### src/hw/rtl/fbdr_pkg.sv
// Shared types and constants for the framebuffer dirty-rectangle flush block.
package fbdr_pkg;

	typedef enum logic [1:0] {
		MODE_PIXEL = 2'd0,
		MODE_FILL  = 2'd1,
		MODE_FLUSH = 2'd2,
		MODE_NEXT  = 2'd3
	} mode_t;

	localparam logic [1:0] KIND_ACK    = 2'd0;
	localparam logic [1:0] KIND_WINDOW = 2'd1;
	localparam logic [1:0] KIND_PIXEL  = 2'd2;

	localparam logic REG_COLUMNS = 1'b0;
	localparam logic REG_ROWS    = 1'b1;

	localparam logic [7:0] COLUMNS_RESET = 8'd128;
	localparam logic [7:0] ROWS_RESET    = 8'd160;
	localparam logic [7:0] NO_REGION     = 8'hff;

	// controller -> datapath
	typedef struct packed {
		logic take;       // item accepted this cycle
		logic clr_step;   // write zero at the clear counter, advance it
		logic fill_step;  // write fill colour at the fill cursor, advance it
	} cmd_t;

	// datapath -> controller
	typedef struct packed {
		logic clr_last;   // clear counter sits on the final entry
		logic fill_go;    // offered item is a fill with a non-empty clipped area
		logic fill_last;  // fill cursor sits on the final pixel
	} sts_t;

endpackage

### src/hw/rtl/fbdr_ctrl.sv
// Controller: clearing pass, idle/accept, rectangle fill sequencing and output valid.
module fbdr_ctrl (
	input  logic          clk,
	input  logic          arst_n,
	input  logic          s_tvalid,
	output logic          s_tready,
	output logic          m_tvalid,
	input  logic          m_tready,
	input  fbdr_pkg::sts_t sts,
	output fbdr_pkg::cmd_t cmd
);
	import fbdr_pkg::*;

	typedef enum logic [1:0] {
		ST_CLEAR,
		ST_IDLE,
		ST_FILL
	} state_t;

	state_t state_q;
	logic   out_valid_q;
	logic   take;

	assign s_tready = (state_q == ST_IDLE) && (!out_valid_q || m_tready);
	assign take     = s_tvalid && s_tready;
	assign m_tvalid = out_valid_q;

	always_comb begin
		cmd.take      = take;
		cmd.clr_step  = (state_q == ST_CLEAR);
		cmd.fill_step = (state_q == ST_FILL);
	end

	always_ff @(posedge clk or negedge arst_n) begin
		if (!arst_n) begin
			state_q     <= ST_CLEAR;
			out_valid_q <= 1'b0;
		end else begin
			// every accepted item answers at once; a fill then writes its area
			if (take) begin
				out_valid_q <= 1'b1;
			end else if (m_tready) begin
				out_valid_q <= 1'b0;
			end
			case (state_q)
				ST_CLEAR: begin
					if (sts.clr_last) begin
						state_q <= ST_IDLE;
					end
				end
				ST_IDLE: begin
					if (take && sts.fill_go) begin
						state_q <= ST_FILL;
					end
				end
				ST_FILL: begin
					if (sts.fill_last) begin
						state_q <= ST_IDLE;
					end
				end
				default: begin
					state_q <= ST_CLEAR;
				end
			endcase
		end
	end

endmodule

### config.mk
export PLATFORM = sky130hd
export DESIGN_NAME = fbdr_ctrl
export DESIGN_NICKNAME = d
export VERILOG_FILES = /design/src/hw/rtl/fbdr_pkg.sv /design/src/hw/rtl/fbdr_ctrl.sv
export SDC_FILE = /design/constraint.sdc
export NUM_CORES = 1
export LEC_CHECK = 0
export ABC_CLOCK_PERIOD_IN_PS = 1250
export BUFFER_PORTS_ARGS = -buffer_cell sky130_fd_sc_hd__buf_2
export CAP_MARGIN = 20
export CORE_AREA = 2 2 39 41
export DETAILED_ROUTE_END_ITERATION = 7
export DIE_AREA = 0 0 41 43
export PLACE_DENSITY = 0.44
export SKIP_CTS_REPAIR_TIMING = 1
export SYNTH_ARGS = -nofsm -noshare
export SYNTH_HDL_FRONTEND = slang
export SYNTH_SLANG_ARGS = --single-unit
### constraint.sdc
create_clock -name clk -period 1.25 [get_ports clk]
set_input_delay 0.375 -clock clk [delete_from_list [all_inputs] [get_ports clk]]
set_output_delay 0.375 -clock clk [all_outputs]
set_load 0.02 [all_outputs]
# Word-level counts from Yosys, hierarchy flattened
# Index checks and enable logic that the tools add are counted.
totals:
  word_cells: 21
  reg_bits: 3
op_classes:
  eq_ne: 5
  reduce_logical: 8
  n_mux: 6
ops:
  columns: ["op", "count"]
  rows:
  - ["2-bit two-way mux", 3]
  - ["2-bit one-hot mux with 3 select lines", 1]
  - ["2-bit != test, second input constant", 2]
  - ["1-bit logical AND", 3]
  - ["3-bit AND reduction", 1]
  - ["2-bit by 1-bit equality test with 1-bit output, second input constant", 1]
  - ["2-bit equality test, second input constant", 1]
  - ["2-bit zero test", 1]
  - ["1-bit two-way mux", 2]
  - ["2-bit by 1-bit != test with 1-bit output, second input constant", 1]
  - ["2-bit nonzero test", 1]
  - ["1-bit zero test", 1]
  - ["1-bit logical OR", 1]

# Longest topological paths before layout
# Gate-level depths: netlist of run 1.
depth:
  ltp_word: 7
  depth_mapped: 3

# Least setup slack after synthesis of run 1
# No wires, ideal clock.
synth_path:
  path_type: "register to output"
  from: "reg state_q[0]"
  to: "out cmd[2] (netlist name)"
  arrival_time_ns: 0.858
  stages_incl_launch_ff: 4
  slack_ns: 0.017
  t_required_ns: 0.875
  n_path_buf: 1
  path_cell_list: "dfrtp_1 > nor2b_2 > and3_1 > buf_4"
synth_between:
  elab_chain_cells: 3
synth_lines:
  columns: ["item", "line", "source"]
  rows:
  - ["start: declaration", "fbdr_ctrl.sv:20", "state_t state_q;"]
  - ["start signal: assignment", "fbdr_ctrl.sv:36", "state_q <= ST_CLEAR;"]
  - ["start signal: assignment", "fbdr_ctrl.sv:48", "state_q <= ST_IDLE;"]
  - ["start signal: assignment", "fbdr_ctrl.sv:53", "state_q <= ST_FILL;"]
  - ["2-bit by 1-bit equality test with 1-bit output", "fbdr_ctrl.sv:24", "assign s_tready = (state_q == ST_IDLE) && (!out_valid_q || m_tready);"]
  - ["1-bit logical AND", "fbdr_ctrl.sv:24", null]
  - ["1-bit logical AND", "fbdr_ctrl.sv:25", "assign take = s_tvalid && s_tready;"]
  - ["end: declaration", "fbdr_ctrl.sv:10", "output fbdr_pkg::cmd_t cmd"]
# No other way between the ends.

==> metrics.txt, run 1 <==
Core Footprint 1380 um^2; sequential-to-total area share from yosys stat 0.403; total of warnings raised by yosys 0; DP HPWL 340 um; layout cells sized above 1 0.622; antenna diode count 0; shortest period the worst path allows 1470 ps; violations in the final reports negative setup slack; number of nets in the finished design 45; row count 14; post-synth top area share 0.403; # setup viols final 4; post-route antenna net violation count 0; depth of the critical timing path with buffers and inverters included 3; post-route worst hold slack 389 ps; sequential fraction of design power 0.219; cell chosen for the clock root clkbuf_4; type of the most critical hold path input port to register; final worst-path setup slack -221 ps; Clock power frac 0.206; Critical path buffers and inverters 1; count of cells along the worst hold path 3; number of hold violations in the final report 0; standard cell with the maximum stage delay on the critical path dfrtp_1; clock tree from TritonCTS built; initial antenna violation count 0; wire length per cell 8.81 um; count of vias placed by the detailed router 187; number of instances in the synthesized netlist 18; design area 344 um^2; worst-skew pair later-pin latency 230 ps; number of DRC violations after detailed routing 0; FF-to-FF path depth 4; maximum clock skew at final layout 0.305 ps; wire length reported by the detailed router 467 um; average size of a mapped cell 10.4 um^2; slew of the pin with the lowest slew margin 140 ps; total congestion overflow 0; library cell with the largest summed area after synthesis dfrtp_1; Max stage delay on crit path 380 ps; worst-case clock buffer depth 2; biggest area contributors in the synthesized netlist dfrtp_1 (40%), nand2b_4 (7.4%), and3_4 (6.0%); share of the clock period used by the worst path after layout 1.18; DRC marker count from the first detailed-route iteration 1; wire length of the first global-routing pass 752 um; routability congestion estimate from global placement 0.607; largest net degree at the start of global routing 5; TNS Setup -772 ps; Pint 0.000513 W; outcome finished, violations left; number of CTS-inserted buffers 3; I/O pin count 12; part of the power in combinational logic 0.574; Die Width 41 um; Synth Register Bits 3; dpl cell area 284 um^2; pwr dens 2330 nW/um^2; number of iterations in the first detailed-routing pass 4; dominant delay contributor by cell family on the critical path flip-flops; Syn Nets 25; endpoint kind of the worst setup timing path output port; post-synth cell types 15; cells along the critical path nor2b_4 > and3_4 > buf_6; mapped cell area 186 um^2; maximum net fanout on the critical path 4; die extent in y 43 um; internal reg-to-reg setup slack 180 ps; sw power 0.000290 W; Reg clk slew, reported paths 30 ps; VDD IR max 0.000782 V; critical setup path kind register to output port; worst slew margin relative to its limit 0.904; vias per std cell 3.53; number of port buffers 11; H-tree depth 1; unrepaired setup endpoints after global routing true; die area 1760 um^2; launching element type of the critical path register; Slew Viols, Final 0; Worst Path Required 880 ps; Arrival @ worst endpoint 1100 ps; Starting Density 0.135; switching power as a share of total power 0.361; number of max-capacitance violations reported 0; static power due to leakage 0.183 nW; global router's overall resource usage 0.0685; highest clock rate 680 MHz; vias in the first global route 191; area grow syn2layout 84.6%; clock sink total 3
[synthesized netlist by cell type (all sizes together)]
cell type / number
nor2: 1
and3: 2
mux2i: 1
nor2b: 1
or2b: 1
inv: 1
and2b: 1
o22ai: 1
nand2b: 1
dfrtp: 3
buf: 1
a22o: 1
and2: 1
nand2: 2
[kinds of logic (layout without fill, tap and decap cells)]
group                  count (synthesis)  after routing  share of synthesized area
AO/OA/AOI/OAI                          2              2                     0.0806
buffers and inverters                  2             21                     0.0604
AND/OR/NAND/NOR                       10             10                      0.403
flip-flops                             3              3                      0.403
multiplexers                           1              1                     0.0537
[layout make-up]
class | count | area, um^2
Fill cell | 164 | 1040
Multi-Input combinational cell | 13 | 110
Timing Repair Buffer | 16 | 109
Sequential cell | 3 | 75.1
Clock buffer | 4 | 26.3
Tap cell | 16 | 20.0
Inverter | 1 | 3.75
[registers in the layout, summed over array words and instances, names as in the netlist]
register  count
m_tvalid      1
state_q       2
[worst register-to-register path, delay by kind of cell (launching register included)]
family | cells | cell delay (ps)
DFF | 1 | 390
AOI/OAI and AO/OA | 1 | 190
buffers and inverters | 1 | 130
and+or+nand+nor | 2 | 240
[stage by stage]
stage | cells | utilization | total power, W | setup WS [ps]
floorplan | 18 | - | 0.000409 | 17.1
global placement | 48 | 0.205 | 0.000563 | -30.2
detailed placement | 48 | 0.205 | 0.000564 | -22.0
CTS | 52 | 0.224 | 0.000742 | -250
global route | 53 | 0.249 | 0.000869 | -284
finish | 53 | 0.249 | 0.000803 | -221
[placed cells by master, fill, tap and decap left out, types with 2 or more instances in the layout]
cell type  instances
buf_2              7
and3_4             2
buf_4              7
dfrtp_1            3
nand2_1            2
clkbuf_4           3
[metal layers]
layer	vias to the layer above	global-route usage	part of all wire
li1	98	-	-
met2	11	0.0625	0.37
met3	2	0.0314	0.13
met5	-	0	0
met1	76	0.0974	0.47
met4	0	0.0800	0.017
[power by group through the flow]
stage               Clock (W)  Sequential (W)  Combinational, W
floorplan                   0        0.000191          0.000218
global placement            0        0.000173          0.000391
detailed placement          0        0.000173          0.000392
CTS                  0.000176        0.000172          0.000395
global route         0.000183        0.000184          0.000502
finish               0.000166        0.000176          0.000461
[final timing paths]
path,from,end
min in group asynchronous,arst_n,state_q[1]$_DFFE_PN0P_
hold / removal,s_tvalid,m_tvalid$_DFFE_PN0P_
hold reg to reg,state_q[0]$_DFFE_PN0P_,state_q[0]$_DFFE_PN0P_
setup reg to reg,m_tvalid$_DFFE_PN0P_,state_q[1]$_DFFE_PN0P_
max in group asynchronous,arst_n,m_tvalid$_DFFE_PN0P_
setup / recovery,state_q[0]$_DFFE_PN0P_,cmd[2]
(Power assumes the default switching activity.)
==> inputs of run 2 (changes only) <==
ABC_AREA = 1   (was not set)
PLACE_DENSITY = 0.43   (was 0.44)
==> metrics.txt, run 2 <==
die extent in y 43 um; VDD IR max 0.000497 V; register area 76.3 um^2; wire length of the first global-routing pass 669 um; number of max-capacitance violations reported 0; number of enable-type register cells in the synthesized netlist 0; leading cell type in the layout, fill and taps excluded buf_2; post-synth cell types 10; maximum net fanout on the critical path 2; standard cell with the maximum stage delay on the critical path dfrtp_2; final worst-path setup slack -211 ps; worst r2r src state_q[1]$_DFFE_PN0P_; pwr dens 2370 nW/um^2; routability congestion estimate from global placement 0.679; max FFs per register 2; Worst Setup Slack post-DPL -50.7 ps; worst slew margin relative to its limit 0.898; number of port buffers 11; min-delay src sts[2]; maximum clock skew at final layout 3.43 ps; Starting Density 0.127; number of DRC violations after detailed routing 0; post-route antenna net violation count 0; area grow syn2layout 98.6%; count of cells along the worst hold path 3; FF-to-FF path depth 6; slew of the pin with the lowest slew margin 153 ps; cell chosen for the clock root clkbuf_4; number of nets in the finished design 51; Synth Register Bits 3; cell total after placement 54; worst-skew pair later-pin latency 230 ps; die area 1760 um^2; DRC marker count from the first detailed-route iteration 1; type of the most critical hold path input port to register; Layout fillers 157; Reg clk slew, reported paths 40 ps; sum of internal, switching and leakage power 0.000831 W; outcome finished, violations left; cells along the critical path nand2_2 > inv_1 > nor3_2 > buf_4; number of hold violations in the final report 0; internal reg-to-reg setup slack 220 ps; post-route core utilization 0.253; wire length reported by the detailed router 439 um; initial antenna violation count 0; destination of the worst hold path state_q[0]$_DFFE_PN0P_; launching element type of the critical path register; average size of a mapped cell 7.35 um^2; H-tree depth 1; vias per std cell 3.63; clock sink total 3; unrepaired setup endpoints after global routing true; global router's overall resource usage 0.0614; Syn Nets 31; Max stage delay on crit path 390 ps; critical register-to-register path endpoint state_q[0]$_DFFE_PN0P_; most flop-heavy register state_q; number of iterations in the first detailed-routing pass 2; sequential-to-total area share from yosys stat 0.426; non-filler instance count after layout 59; layout cells sized above 1 0.628; commonest cells after routing, fill and taps aside buf_2 (7), inv_1 (5), buf_4 (5), nand2_1 (4); number of instances in the synthesized netlist 24; critical setup path kind register to output port; post-synth top area share 0.426; row count 14; clock tree from TritonCTS built; Multi-input gate area 85.1 um^2; design area 350 um^2; Worst Path Required 880 ps; largest net degree at the start of global routing 4; wire length per cell 7.44 um; library cell with the largest summed area after synthesis dfrtp_1; number of CTS-inserted buffers 3; worst-case clock buffer depth 2; I/O pin count 12; total of warnings raised by yosys 0; Arrival @ worst endpoint 1090 ps; count of vias placed by the detailed router 214; share of flip-flops with an asynchronous set or reset after synthesis 1.00; Die Width 41 um; mapped cell area 176 um^2; highest clock rate 685 MHz; biggest area contributors in the synthesized netlist dfrtp_1 (43%), inv_1 (15%), nand2_1 (11%); dpl cell area 280 um^2; top cells by count, synth inv_1 (7), nand2_1 (5), dfrtp_1 (3), nor2_1 (2), nor2_2 (2); antenna diode count 0; vias in the first global route 201; Core Footprint 1380 um^2; shortest period the worst path allows 1460 ps; dominant register cell in the synthesized netlist dfrtp_1; most frequently used cell type in the post-synthesis netlist inv_1; total congestion overflow 0; static power due to leakage 0.193 nW; endpoint kind of the worst setup timing path output port; Slew Viols, Final 0; # setup viols final 4; violations in the final reports negative setup slack; share of the clock period used by the worst path after layout 1.17
-- run 2: stage by stage --
stage	TNS, ps	hold WS, ps
3_5_place_dp	-50.7	173
3_3_place_gp	-52.6	173
4_1_cts	-689	-67.7
5_1_grt	-872	411
2_1_floorplan	0	79.4
6_report	-591	398
-- run 2: area by class of cell --
cell class	instances	area share
tap	16	0.0571
inverter	7	0.0750
timing repair buffer	16	0.332
multi-input combinational	13	0.243
sequential	3	0.218
clock buffer	4	0.0750
-- run 2: cell families (layout without fill, tap and decap cells) --
kind of cell,Yosys count,count (layout),share of synthesized area
buffers and inverters,8,27,0.192
AO/OA/AOI/OAI,2,2,0.0709
AND/OR/NAND/NOR,11,11,0.312
flip-flops,3,3,0.426
-- run 2: critical path, delay by kind of cell, from the launching register on --
kind / cells / cell delay (ps)
buffers and inverters: 2 / 240
AND/OR/NAND/NOR: 2 / 230
flip-flops: 1 / 390
-- run 2: worst max path at each step --
stage,endpoint,start,depth (start not counted)
4_1_cts,cmd[2],state_q[1]$_DFFE_PN0P_,4
3_5_place_dp,cmd[2],m_tready,6
3_3_place_gp,cmd[2],m_tready,6
2_1_floorplan,cmd[2],m_tvalid$_DFFE_PN0P_,4
6_report,cmd[2],m_tvalid$_DFFE_PN0P_,4
5_1_grt,cmd[2],state_q[0]$_DFFE_PN0P_,5
-- run 2: power breakdown --
| group | switching (W) | internal, W |
|---|---|---|
| combinational | 0.000264 | 0.000239 |
| clock | 0.0000460 | 0.000119 |
| sequential | 0.0000248 | 0.000138 |
| total | 0.000335 | 0.000496 |
-- run 2: routing by layer --
layer	part of all wire	wire length, um	track usage
met5	0	0	0
met4	0.030	13	0.0800
met3	0.093	41	0.0314
met2	0.46	202	0.0781
met1	0.41	181	0.0584
